## config.mk

```make
export PLATFORM = sky130hd
export DESIGN_NAME = string_to_signed_integer_parser
export DESIGN_NICKNAME = d
export VERILOG_FILES = /design/src/rtl/stsi_pkg.sv /design/src/rtl/string_to_signed_integer_parser.sv /design/src/rtl/stsi_ctrl.sv /design/src/rtl/stsi_datapath.sv
export SDC_FILE = /design/constraint.sdc
export NUM_CORES = 2
export LEC_CHECK = 0
export ABC_CLOCK_PERIOD_IN_PS = 14900
export CORE_UTILIZATION = 70
export CTS_BUF_LIST = sky130_fd_sc_hd__clkbuf_4
export CTS_CLUSTER_DIAMETER = 120
export DETAILED_ROUTE_END_ITERATION = 6
export DONT_BUFFER_PORTS = 1
export PLACE_DENSITY = 0.86
export SKIP_CTS_REPAIR_TIMING = 1
export SLEW_MARGIN = 20
export SYNTH_ARGS = -nofsm -noshare
export SYNTH_HDL_FRONTEND = slang
export SYNTH_SLANG_ARGS = --single-unit
export TNS_END_PERCENT = 50
```

## constraint.sdc

```tcl
create_clock -name aclk -period 14.9 [get_ports aclk]
set_input_delay 0.745 -clock aclk [delete_from_list [all_inputs] [get_ports aclk]]
set_output_delay 0.745 -clock aclk [all_outputs]
set_load 0.02 [all_outputs]
```

## src/rtl/stsi_pkg.sv

```systemverilog
// Shared types, constants and helpers for the string-to-integer parser.
`default_nettype none

package stsi_pkg;

    localparam int unsigned RADIX_W = 6;
    localparam int unsigned CH_W    = 8;
    localparam int unsigned VALUE_W = 64;
    localparam int unsigned POS_W   = 32;
    localparam int unsigned STAT_W  = 2;
    localparam int unsigned PROD_W  = VALUE_W + RADIX_W;

    localparam logic [RADIX_W-1:0] RADIX_DEFAULT = 6'd10;
    localparam logic [RADIX_W-1:0] RADIX_MIN     = 6'd2;
    localparam logic [RADIX_W-1:0] RADIX_MAX     = 6'd36;
    localparam logic [RADIX_W-1:0] DIGIT_NONE    = 6'd63;

    localparam logic [STAT_W-1:0] STATUS_OK       = 2'd0;
    localparam logic [STAT_W-1:0] STATUS_RANGE    = 2'd1;
    localparam logic [STAT_W-1:0] STATUS_BAD_BASE = 2'd2;

    localparam logic [VALUE_W-1:0] SIGNED_MAX     = 64'h7FFF_FFFF_FFFF_FFFF;
    localparam logic [VALUE_W-1:0] SIGNED_MIN_MAG = 64'h8000_0000_0000_0000;

    localparam logic [CH_W-1:0] CH_TAB   = 8'd9;
    localparam logic [CH_W-1:0] CH_CR    = 8'd13;
    localparam logic [CH_W-1:0] CH_SPACE = 8'd32;
    localparam logic [CH_W-1:0] CH_PLUS  = 8'd43;
    localparam logic [CH_W-1:0] CH_MINUS = 8'd45;
    localparam logic [CH_W-1:0] CH_D0    = 8'd48;
    localparam logic [CH_W-1:0] CH_D9    = 8'd57;
    localparam logic [CH_W-1:0] CH_UA    = 8'd65;
    localparam logic [CH_W-1:0] CH_UZ    = 8'd90;
    localparam logic [CH_W-1:0] CH_LA    = 8'd97;
    localparam logic [CH_W-1:0] CH_LZ    = 8'd122;
    localparam logic [CH_W-1:0] LETTER_BASE = 8'd10;

    typedef enum logic [1:0] {
        PH_DONE,
        PH_LEAD,
        PH_DIGITS
    } phase_t;

    typedef enum logic {
        ST_IDLE,
        ST_EXEC
    } ctrl_state_t;

    typedef struct packed {
        logic load;
        logic exec;
    } stsi_cmd_t;

    typedef struct packed {
        logic has_result;
    } stsi_stat_t;

    function automatic logic [RADIX_W-1:0] digit_value(input logic [CH_W-1:0] c);
        logic [RADIX_W-1:0] v;
        v = DIGIT_NONE;
        if (c >= CH_D0 && c <= CH_D9) begin
            v = RADIX_W'(c - CH_D0);
        end else if (c >= CH_UA && c <= CH_UZ) begin
            v = RADIX_W'(c - CH_UA + LETTER_BASE);
        end else if (c >= CH_LA && c <= CH_LZ) begin
            v = RADIX_W'(c - CH_LA + LETTER_BASE);
        end
        return v;
    endfunction

    function automatic logic is_space(input logic [CH_W-1:0] c);
        return (c >= CH_TAB && c <= CH_CR) || (c == CH_SPACE);
    endfunction

endpackage

`default_nettype wire

```

## src/rtl/string_to_signed_integer_parser.sv

```systemverilog
// Top level of the streaming string-to-signed-integer parser.
//
// Usage:
//   Input channel (s_valid/s_ready, s_ch, s_new_string) carries one character
//   per transfer; s_new_string marks the first character of a string and
//   restarts the parse with the base held in the radix register.
//   Result channel (m_valid/m_ready) carries the signed value, a status
//   (ok, out of range, invalid base) and the end position, at most one
//   result per string.
//   Configuration: cfg_wr_en writes cfg_wr_data into the radix register;
//   the value takes effect at the next new string.
//   Timing: each character is first captured and then updates the parse
//   state; the block takes no new character until that update is done. The
//   capture step lets the magnitude-times-base multiplier, which is
//   registered before the add and limit compare, settle. A result appears on
//   m_valid on the cycle after its character's update cycle.
//   Stall: the result register holds until taken; characters that give no
//   result keep flowing meanwhile, and a character that gives a result
//   waits in its update cycle until the result register is free.
//   Reset (aresetn low, synchronous): radix returns to 10, no string is
//   active, and no result is pending.
`default_nettype none

module string_to_signed_integer_parser import stsi_pkg::*; (
    input  wire logic                 aclk,
    input  wire logic                 aresetn,
    input  wire logic                 cfg_wr_en,
    input  wire logic [RADIX_W-1:0]   cfg_wr_data,
    input  wire logic                 s_valid,
    output logic                      s_ready,
    input  wire logic [CH_W-1:0]      s_ch,
    input  wire logic                 s_new_string,
    output logic                      m_valid,
    input  wire logic                 m_ready,
    output logic signed [VALUE_W-1:0] m_result_value,
    output logic [STAT_W-1:0]         m_status,
    output logic [POS_W-1:0]          m_end_position
);

    stsi_cmd_t  cmd;
    stsi_stat_t stat;

    // sequence capture and update, hold results for the receiver
    stsi_ctrl u_ctrl (
        .aclk    (aclk),
        .aresetn (aresetn),
        .s_valid (s_valid),
        .s_ready (s_ready),
        .m_valid (m_valid),
        .m_ready (m_ready),
        .stat    (stat),
        .cmd     (cmd)
    );

    // parse state, arithmetic and result register
    stsi_datapath u_dp (
        .aclk           (aclk),
        .aresetn        (aresetn),
        .cfg_wr_en      (cfg_wr_en),
        .cfg_wr_data    (cfg_wr_data),
        .s_ch           (s_ch),
        .s_new_string   (s_new_string),
        .cmd            (cmd),
        .stat           (stat),
        .m_result_value (m_result_value),
        .m_status       (m_status),
        .m_end_position (m_end_position)
    );

endmodule

`default_nettype wire

```

## src/rtl/stsi_ctrl.sv

```systemverilog
// Handshake controller: sequences accept and execute, owns the result valid flag.
`default_nettype none

module stsi_ctrl import stsi_pkg::*; (
    input  wire logic       aclk,
    input  wire logic       aresetn,
    input  wire logic       s_valid,
    output logic            s_ready,
    output logic            m_valid,
    input  wire logic       m_ready,
    input  wire stsi_stat_t stat,
    output stsi_cmd_t       cmd
);

    ctrl_state_t state_reg, state_next;
    logic        m_valid_reg, m_valid_next;
    logic        out_free;

    assign out_free = !m_valid_reg || m_ready;

    // next state
    always_comb begin
        state_next = state_reg;
        unique case (state_reg)
            ST_IDLE: begin
                if (s_valid) begin
                    state_next = ST_EXEC;
                end
            end
            ST_EXEC: begin
                if (!stat.has_result || out_free) begin
                    state_next = ST_IDLE;
                end
            end
            default: state_next = ST_IDLE;
        endcase
    end

    // outputs
    always_comb begin
        s_ready  = 1'b0;
        cmd.load = 1'b0;
        cmd.exec = 1'b0;
        unique case (state_reg)
            ST_IDLE: begin
                s_ready  = 1'b1;
                cmd.load = s_valid;
            end
            ST_EXEC: begin
                cmd.exec = !stat.has_result || out_free;
            end
            default: begin
                s_ready = 1'b0;
            end
        endcase
    end

    always_comb begin
        m_valid_next = m_valid_reg;
        if (cmd.exec && stat.has_result) begin
            m_valid_next = 1'b1;
        end else if (m_ready) begin
            m_valid_next = 1'b0;
        end
    end

    assign m_valid = m_valid_reg;

    always_ff @(posedge aclk) begin
        if (!aresetn) begin
            state_reg   <= ST_IDLE;
            m_valid_reg <= 1'b0;
        end else begin
            state_reg   <= state_next;
            m_valid_reg <= m_valid_next;
        end
    end

endmodule

`default_nettype wire

```

## src/rtl/stsi_datapath.sv

```systemverilog
// Parse datapath: radix register, parse state, base multiply, overflow check, result register.
`default_nettype none

module stsi_datapath import stsi_pkg::*; (
    input  wire logic                aclk,
    input  wire logic                aresetn,
    input  wire logic                cfg_wr_en,
    input  wire logic [RADIX_W-1:0]  cfg_wr_data,
    input  wire logic [CH_W-1:0]     s_ch,
    input  wire logic                s_new_string,
    input  wire stsi_cmd_t           cmd,
    output stsi_stat_t               stat,
    output logic signed [VALUE_W-1:0] m_result_value,
    output logic [STAT_W-1:0]        m_status,
    output logic [POS_W-1:0]         m_end_position
);

    logic [RADIX_W-1:0] radix_reg;
    logic [RADIX_W-1:0] base_reg, base_next;
    logic [CH_W-1:0]    ch_reg;
    logic               ns_reg;
    phase_t             phase_reg, phase_next;
    logic               neg_reg, neg_next;
    logic               any_reg, any_next;
    logic [VALUE_W-1:0] mag_reg, mag_next;
    logic [POS_W-1:0]   pos_reg, pos_next;
    logic [PROD_W-1:0]  prod_reg;

    logic [VALUE_W-1:0] res_value_reg, res_value;
    logic [STAT_W-1:0]  res_status_reg, res_status;
    logic [POS_W-1:0]   res_end_reg, res_end;

    logic [RADIX_W-1:0] base_new, base_eff, dval;
    logic               bad_base, neg_eff, any_eff;
    phase_t             ph_eff;
    logic [VALUE_W-1:0] mag_eff;
    logic [POS_W-1:0]   pos_eff, pos_inc;
    logic [PROD_W-1:0]  prod_eff;
    logic [PROD_W:0]    sum, lim;

    always_comb begin
        base_new = (radix_reg == '0) ? RADIX_DEFAULT : radix_reg;
        bad_base = ns_reg && (base_new < RADIX_MIN || base_new > RADIX_MAX);
        // a new string restarts from a cleared state
        base_eff = ns_reg ? base_new : base_reg;
        ph_eff   = ns_reg ? PH_LEAD : phase_reg;
        neg_eff  = ns_reg ? 1'b0 : neg_reg;
        any_eff  = ns_reg ? 1'b0 : any_reg;
        mag_eff  = ns_reg ? '0 : mag_reg;
        pos_eff  = ns_reg ? '0 : pos_reg;
        prod_eff = ns_reg ? '0 : prod_reg;
        pos_inc  = (pos_eff == '1) ? pos_eff : pos_eff + POS_W'(1);
        dval     = digit_value(ch_reg);
        sum      = {1'b0, prod_eff} + (PROD_W + 1)'(dval);
        lim      = neg_eff ? (PROD_W + 1)'(SIGNED_MIN_MAG) : (PROD_W + 1)'(SIGNED_MAX);

        base_next  = bad_base ? base_reg : base_eff;
        phase_next = ph_eff;
        neg_next   = neg_eff;
        any_next   = any_eff;
        mag_next   = mag_eff;
        pos_next   = pos_eff;
        stat.has_result = 1'b0;
        res_value  = '0;
        res_status = STATUS_OK;
        res_end    = '0;

        priority if (bad_base) begin
            stat.has_result = 1'b1;
            res_status      = STATUS_BAD_BASE;
            phase_next      = PH_DONE;
        end else if (ph_eff == PH_DONE) begin
            phase_next = PH_DONE;
        end else if (ph_eff == PH_LEAD && is_space(ch_reg)) begin
            pos_next = pos_inc;
        end else if (ph_eff == PH_LEAD && (ch_reg == CH_MINUS || ch_reg == CH_PLUS)) begin
            phase_next = PH_DIGITS;
            neg_next   = (ch_reg == CH_MINUS);
            pos_next   = pos_inc;
        end else begin
            phase_next = PH_DIGITS;
            if (dval < base_eff) begin
                if (sum > lim) begin
                    // saturate and stop at the overflowing digit
                    stat.has_result = 1'b1;
                    res_value       = neg_eff ? SIGNED_MIN_MAG : SIGNED_MAX;
                    res_status      = STATUS_RANGE;
                    res_end         = pos_eff;
                    phase_next      = PH_DONE;
                end else begin
                    mag_next = sum[VALUE_W-1:0];
                    any_next = 1'b1;
                    pos_next = pos_inc;
                end
            end else begin
                stat.has_result = 1'b1;
                phase_next      = PH_DONE;
                if (any_eff) begin
                    res_value = neg_eff ? (VALUE_W'(0) - mag_eff) : mag_eff;
                    res_end   = pos_eff;
                end
            end
        end
    end

    always_ff @(posedge aclk) begin
        if (!aresetn) begin
            radix_reg <= RADIX_DEFAULT;
            base_reg  <= RADIX_DEFAULT;
            phase_reg <= PH_DONE;
            neg_reg   <= 1'b0;
            any_reg   <= 1'b0;
            mag_reg   <= '0;
            pos_reg   <= '0;
        end else begin
            if (cfg_wr_en) begin
                radix_reg <= cfg_wr_data;
            end
            if (cmd.exec) begin
                base_reg  <= base_next;
                phase_reg <= phase_next;
                neg_reg   <= neg_next;
                any_reg   <= any_next;
                mag_reg   <= mag_next;
                pos_reg   <= pos_next;
            end
        end
    end

    // payload registers
    always_ff @(posedge aclk) begin
        if (cmd.load) begin
            ch_reg <= s_ch;
            ns_reg <= s_new_string;
        end
        // magnitude times base, registered from the magnitude and base registers
        prod_reg <= {{RADIX_W{1'b0}}, mag_reg} * {{VALUE_W{1'b0}}, base_reg};
        if (cmd.exec && stat.has_result) begin
            res_value_reg  <= res_value;
            res_status_reg <= res_status;
            res_end_reg    <= res_end;
        end
    end

    assign m_result_value = res_value_reg;
    assign m_status       = res_status_reg;
    assign m_end_position = res_end_reg;

endmodule

`default_nettype wire

```

* After elaboration in Yosys (flattened, before gate mapping)
Index checks and enable logic that the tools add are counted.
** Word-level totals
- Word-level logic and storage cells :: 134
- Output and inout bits :: 100
- Memory bits (read-only) :: 0
- Register bits after elaboration :: 291
- Input port bits :: 20
- Memories :: 0
- Bits in latches :: 0
- Bits in writable memories :: 0
** Cells by class
- Bitwise operators :: 3
- Mux-type cells :: 68
- Add/sub/neg operators :: 8
- Divide/modulo/power cells :: 0
- Shifts and indexed selects :: 0
- Equality and inequality tests :: 5
- Reductions and logical operators :: 21
- $mul :: 1
- $lt $le $gt $ge :: 12
** Operators with widths (number)
- 2-to-1 mux 64 bit :: 13
- 2-to-1 mux 32 bit :: 11
- adder 70 x 6 -> 71 bit :: 1
- > comparator 71 bit :: 1
- multiplier 64 x 6 -> 70 bit :: 1
- 2-to-1 mux 70 bit :: 1
- subtractor 1 x 64 -> 64 bit (first input constant) :: 1
- adder 32 x 1 -> 32 bit (second input constant) :: 1
- == test 32 bit (second input constant) :: 1
- 2-to-1 mux 6 bit :: 5
- 2-to-1 mux 1 bit :: 26
- == test 8 x 6 -> 1 bit (second input constant) :: 3
- 2-to-1 mux 2 bit :: 11
- greater-or-equal comparator 8 x 7 -> 1 bit (second input constant) :: 2
- <= comparator 8 x 7 -> 1 bit (second input constant) :: 2
- adder 6 x 4 -> 6 bit (second input constant) :: 2
- subtractor 6 bit (second input constant) :: 2
- greater-or-equal comparator 8 x 4 -> 1 bit (second input constant) :: 1
- greater-or-equal comparator 8 x 6 -> 1 bit (second input constant) :: 1
- <= comparator 8 x 4 -> 1 bit (second input constant) :: 1
- <= comparator 8 x 6 -> 1 bit (second input constant) :: 1
- logical AND 1 bit :: 8
- > comparator 6 bit (second input constant) :: 1
- logical NOT 6 bit :: 1
- other kinds (13) :: 20

* Logic depth before layout (Yosys ltp)
- Word-level depth :: 18
- Mapped depth :: 38
- Depth with buffers taken out :: 33

* Cells and area by module
Synthesis repeated with hierarchy kept, for this count alone.
** Unflattened totals
- Cell total of the unflattened synthesis :: 3217
- Area total of the unflattened synthesis :: 27271.2 µm²
** By module, submodules not included
- stsi_datapath :: sequential area each 6856.6 µm², times used 1, cells an instance 3207, area each 27178.6 µm²
- stsi_ctrl :: sequential area each 40.0 µm², times used 1, cells an instance 10, area each 92.6 µm²

* Worst setup path after synthesis
Ideal clock, no wire load.
- Path type :: reg-to-reg
- From :: reg u_dp.ns_reg
- To :: reg u_dp.res_end_reg[0] (netlist: u_dp.m_end_position[0]) (enable)
- Stages on the path, launching flop included :: 35
- Data required time :: 14.432 ns
- Clock period less this slack :: 9.707 ns
- Path slack :: 5.193 ns
- Library setup time :: 0.468 ns
- Data arrival time :: 9.239 ns
- Path buffers :: 10
- Cells stage by stage :: edfxtp_1 > buf_1 > clkbuf_1 > buf_2 > buf_1 > clkbuf_1 > clkbuf_1 > buf_1 > clkbuf_1 > nor2b_1 > ha_1 > fa_1 > a21oi_1 > a21oi_1 > o21a_1 > a21o_1 > nand2b_1 > nor2_1 > and2_1 > clkbuf_1 > and3_1 > xnor2_1 > ha_1 > nand4_1 > nor2_1 > nand3_1 > or4_1 > a21oi_1 > o41ai_1 > a31oi_1 > or4_4 > nor4_4 > buf_2 > o21ai_0 > and3_1
** On the way
- Word-level cells in the longest chain between the ends :: 13
- Elaborated cells on any way between the ends :: 23
- Classes of those cells :: 1 x add/sub; 2 x order compare; 1 x eq/ne; 12 x mux; 7 x reduce/logical
** RTL lines
- start: declaration :: line stsi_datapath.sv:21 : logic ns_reg;
- start signal: assignment :: line stsi_datapath.sv:134 : ns_reg <= s_new_string;
- 2-to-1 mux 70 bit or 2-to-1 mux 1 bit (tied branches) :: line stsi_datapath.sv:51, stsi_datapath.sv:47
- adder 70 x 6 -> 71 bit or 2-to-1 mux 64 bit (tied branches) :: line stsi_datapath.sv:54, stsi_datapath.sv:55
- > comparator 71 bit :: line stsi_datapath.sv:83 : if (sum > lim) begin
- 2-to-1 mux 1 bit :: line stsi_datapath.sv:83
- 2-to-1 mux 1 bit :: line stsi_datapath.sv:82 : if (dval < base_eff) begin
- 2-to-1 mux 1 bit :: line stsi_datapath.sv:76 : end else if (ph_eff == PH_LEAD && (ch_reg == CH_MINUS || ch_reg == CH_PLUS)) begin
- 2-to-1 mux 1 bit :: line stsi_datapath.sv:74 : end else if (ph_eff == PH_LEAD && is_space(ch_reg)) begin
- 2-to-1 mux 1 bit :: line stsi_datapath.sv:72 : end else if (ph_eff == PH_DONE) begin
- 2-to-1 mux 1 bit * :: line stsi_datapath.sv:68 : priority if (bad_base) begin
- logical NOT 1 bit :: line stsi_ctrl.sv:50 : cmd.exec = !stat.has_result || out_free;
- logical OR 1 bit :: line stsi_ctrl.sv:50
- 2-to-1 mux 1 bit :: line stsi_ctrl.sv:44 : unique case (state_reg)
- logical AND 1 bit * :: line stsi_datapath.sv:138 : if (cmd.exec && stat.has_result) begin
- end signal: assignment :: line stsi_datapath.sv:141 : res_end_reg <= res_end;
- end: declaration :: line stsi_datapath.sv:31 : logic [POS_W-1:0] res_end_reg, res_end;
Mark *: on every way between the ends. The rest lies on a longest branch, timed or not.
A chain may end at the register's enable or synchronous reset.

* Worst setup path after layout
- From :: reg u_dp.ch_reg[1]
- To :: reg u_dp.mag_reg[5]
** On the way
- Word-level cells in the longest chain between the ends :: 16
- Elaborated cells on any way between the ends :: 45
- Classes of those cells :: 6 x add/sub; 10 x order compare; 3 x eq/ne; 16 x mux; 10 x reduce/logical
** RTL lines
- start: declaration :: line stsi_datapath.sv:20 : logic [CH_W-1:0] ch_reg;
- start signal: assignment :: line stsi_datapath.sv:133 : ch_reg <= s_ch;
- subtractor 6 bit, or another cell as far along :: line stsi_pkg.sv:66 : v = RADIX_W'(c - CH_LA + LETTER_BASE);
- adder 6 x 4 -> 6 bit or logical AND 1 bit (tied branches) :: line stsi_pkg.sv:66, stsi_pkg.sv:65
- 2-to-1 mux 6 bit :: line stsi_pkg.sv:65 : end else if (c >= CH_LA && c <= CH_LZ) begin
- 2-to-1 mux 6 bit :: line stsi_pkg.sv:63 : end else if (c >= CH_UA && c <= CH_UZ) begin
- 2-to-1 mux 6 bit :: line stsi_pkg.sv:61 : if (c >= CH_D0 && c <= CH_D9) begin
- adder 70 x 6 -> 71 bit :: line stsi_datapath.sv:54 : sum = {1'b0, prod_eff} + (PROD_W + 1)'(dval);
- > comparator 71 bit :: line stsi_datapath.sv:83
- 2-to-1 mux 1 bit :: line stsi_datapath.sv:83
- 2-to-1 mux 1 bit :: line stsi_datapath.sv:82
- 2-to-1 mux 1 bit :: line stsi_datapath.sv:76
- 2-to-1 mux 1 bit :: line stsi_datapath.sv:74
- 2-to-1 mux 1 bit :: line stsi_datapath.sv:72
- 2-to-1 mux 1 bit :: line stsi_datapath.sv:68
- logical NOT 1 bit :: line stsi_ctrl.sv:50
- logical OR 1 bit :: line stsi_ctrl.sv:50
- 2-to-1 mux 1 bit :: line stsi_ctrl.sv:44
- end signal: assignment :: line stsi_datapath.sv:124 : mag_reg <= mag_next;
- end: declaration :: line stsi_datapath.sv:25 : logic [VALUE_W-1:0] mag_reg, mag_next;
Several ways; a longest one is shown, not always the timed one.

==> summary.md <==
| Metric | Value |
|---|---|
| Vias in the first global route | `24300` |
| Clk network pwr share | `40.9%` |
| Die H | `201 um` |
| Rel. slew slack | `24.7%` |
| Drt pass-1 iters | `6` |
| Via count | `24400` |
| Die X | `201 um` |
| Final hold violations | `0` |
| Max Transition Viols Final | `0` |
| Sw power | `0.000508 W` |
| HP Class | `in2reg` |
| Port buffer count | `0` |
| Clock sinks | `between 200 and 300` |
| Pwr/cell area | `61.7 nW/um^2` |
| CP max stage cell | `nor4_4` |
| Clock Latency Late Sink | `0.76 ns` |
| Global-route wire length before repair | `126000 um` |
| Internal power | `0.00126 W` |
| Crit path DAT | `10.03 ns` |
| Worst-Margin Slew | `1.13 ns` |
| Top-area cell type share of the netlist area | `~18%` |
| Crit path max-delay family | `simple AND/OR/NAND/NOR gates` |
| CTS clk-pin slew, worst paths | `0.06 ns` |
| Final-stage net count | `between 3000 and 4000` |
| Iter 0 DRT Violations | `2437` |
| Flop pwr share | `between 50% and 60%` |
| Crit Path Max Fanout | `62` |
| HP Start | `aresetn` |
| Cell row count | `72` |
| Worst path bufs/invs | `2` |
| Largest net degree at the start of global routing | `77` |
| Setup Viol. Count Final | `0` |
| Yosys reg bits | `~290` |
| Setup_tns | `0 ns` |
| Synth Net Count | `3707` |
| Post-Syn Instances | `3272` |
| Worst r2r src | `u_dp.ch_reg[1]` |
| Crit. End Element | `flop` |
| Startpoint Class | `flop` |
| Max reg flops | `70` |
| Sw frac | `28.7%` |
| Comb power frac | `8.7%` |
| Initial Utilization | `a little under three quarters` |
| Cell Area, Synth | `27600 um^2` |
| Top_reg_cell synth | `dfxtp_1` |
| DRC viols | `0` |
| Yosys warns | `0` |
| CTS tree | `built` |
| Required @ worst endpoint | `15.54 ns` |
| Worst Setup SP | `u_dp.ch_reg[1]` |
| Area leader, netlist | `fa_1` |
| GRT Total Usage | `38.8%` |
| Initial antenna violation count | `1` |
| Run status | `completed` |
| Number of enable flip-flop cells after synthesis | `107` |
| Routed Antenna Nets | `0` |
| Worst clock skew | `roughly 0.068 ns` |
| Routability cong. | `1.03` |
| CTS Buffer Depth | `3` |
| Yosys cell types | `90` |
| Placement Setup Slack | `about 5.8 ns` |
| Syn Area/Cell | `8.45 um^2` |
| Routed WL | `77800 um` |
| Fin crit period | `9.39 ns` |
| # IOs | `120` |
| Htree depth | `3` |
| Ranking of synthesized cells by area | `fa_1 (18%), dfxtp_1 (13%), edfxtp_1 (12%)` |
| P_leak | `roughly 13 nW` |
| P&R area growth vs syn | `3.60%` |
| DIE AREA | `40300 um^2` |
| Ys async rst share | `0%` |
| Max-cap viol count | `0` |
| Commonest non-fill, non-tap cell in the layout | `nand2_1` |
| Number of CTS-inserted buffers | `76` |
| Max Clk Rate | `106 MHz` |
| Final core utilization | `73.8%` |
| Total gr overflow | `0` |
| Vias per cell | `between 6 and 7` |
| Core Footprint | `approximately 39000 um^2` |
| Worst path max stage delay | `0.69 ns` |
| WL/cell | `20.8 um` |
| CTS root buffer | `clkbuf_4` |
| Worst vdd ir | `0.0375 mV` |
| Most frequent cells in the layout | `nand2_1 (583), inv_1 (298), fa_1 (250)` |
| Post-detail-place hpwl | `57600 um` |
| WS Path Type | `reg2reg` |
| Sequential fraction of the synthesis area | `24.9%` |
| Layout cells sized above 1 | `5.68%` |
| RSZ-0062 raised after global routing | `no` |
| Tcrit/Tclk final | `63.0%` |
| Final worst-path setup slack | `5.51 ns` |
synth_stat cells, drive strengths merged (6+ instances only):
master / instances
o21bai: 9
o31ai: 20
nor4: 33
o21ai: 133
or3: 19
o41ai: 20
a211o: 7
and4: 12
nand2b: 25
nand4: 50
mux2i: 15
dfxtp: 184
xor2: 58
and3: 41
or2: 13
nor2b: 49
inv: 299
nor3b: 6
and2: 52
a21o: 64
a211oi: 7
a2111oi: 6
o21a: 18
a21oi: 189
a22o: 67
edfxtp: 107
nand3: 83
nor2: 157
xnor2: 125
or4: 10
a31oi: 37
o211ai: 15
nand2: 584
ha: 165
nor3: 56
clkbuf: 171
buf: 40
fa: 250
power groups by stage:
stage | combinational, W | sequential (W) | clock, W
after floorplan | 0.000117 | 0.000901 | 0
after global placement | 0.000143 | 0.000908 | 0
after detailed placement | 0.000148 | 0.000910 | 0
after CTS | 0.000148 | 0.000892 | 0.000730
after global routing | 0.000163 | 0.000894 | 0.000771
final | 0.000153 | 0.000892 | 0.000723
worst paths after layout:
kind                             to  slack [ns]  cells past startpoint
setup / recovery    u_dp.mag_reg[5]        5.51                     30
hold / removal    u_dp.radix_reg[3]        0.09                      1
setup reg to reg    u_dp.mag_reg[5]        5.51                     30
hold reg to reg   u_dp.phase_reg[0]        0.49                      2
layout make-up:
type	instances	area, um^2
inverters	300	1130
flip-flops and latches	291	6900
repair buffers	22	165
clock buffers	100	751
clock inverters	36	244
multi-input cells	2470	18800
fillers	2880	10200
well taps	518	648
diodes	1	2.50
per-stage QoR:
step	hold slack (ns)	instances	total power [W]	cell area (um^2)
floorplan	0.436	3272	0.00102	27600
global placement	0.465	3601	0.00105	27600
detailed placement	0.479	3601	0.00106	27600
CTS	0.0528	3737	0.00177	28600
global route	0.0384	3738	0.00183	28600
finish	0.0867	3738	0.00177	28600
cells by family (layout without fill, tap and decap cells):
kind of cell    count (synthesis)  in the layout  share of synthesized area [%]
fa+ha+maj                     415            415                           25.6
mux                            19             19                          0.751
simple gates                 1207           1207                           20.4
buf+inv                       511            458                           7.19
flops                         291            291                           24.9
other cells                     0              1                              0
compound gates                646            646                           15.3
xor+xnor                      183            183                           5.80
metal layers:
layer,vias to the layer above,track usage [%],part of all wire (%)
met5,-,0,0
met3,256,7.55,11
met4,0,15.1,3.8
li1,10900,-,-
met2,1540,62.5,45
met1,11700,51.9,40
(Power assumes the default switching activity.)
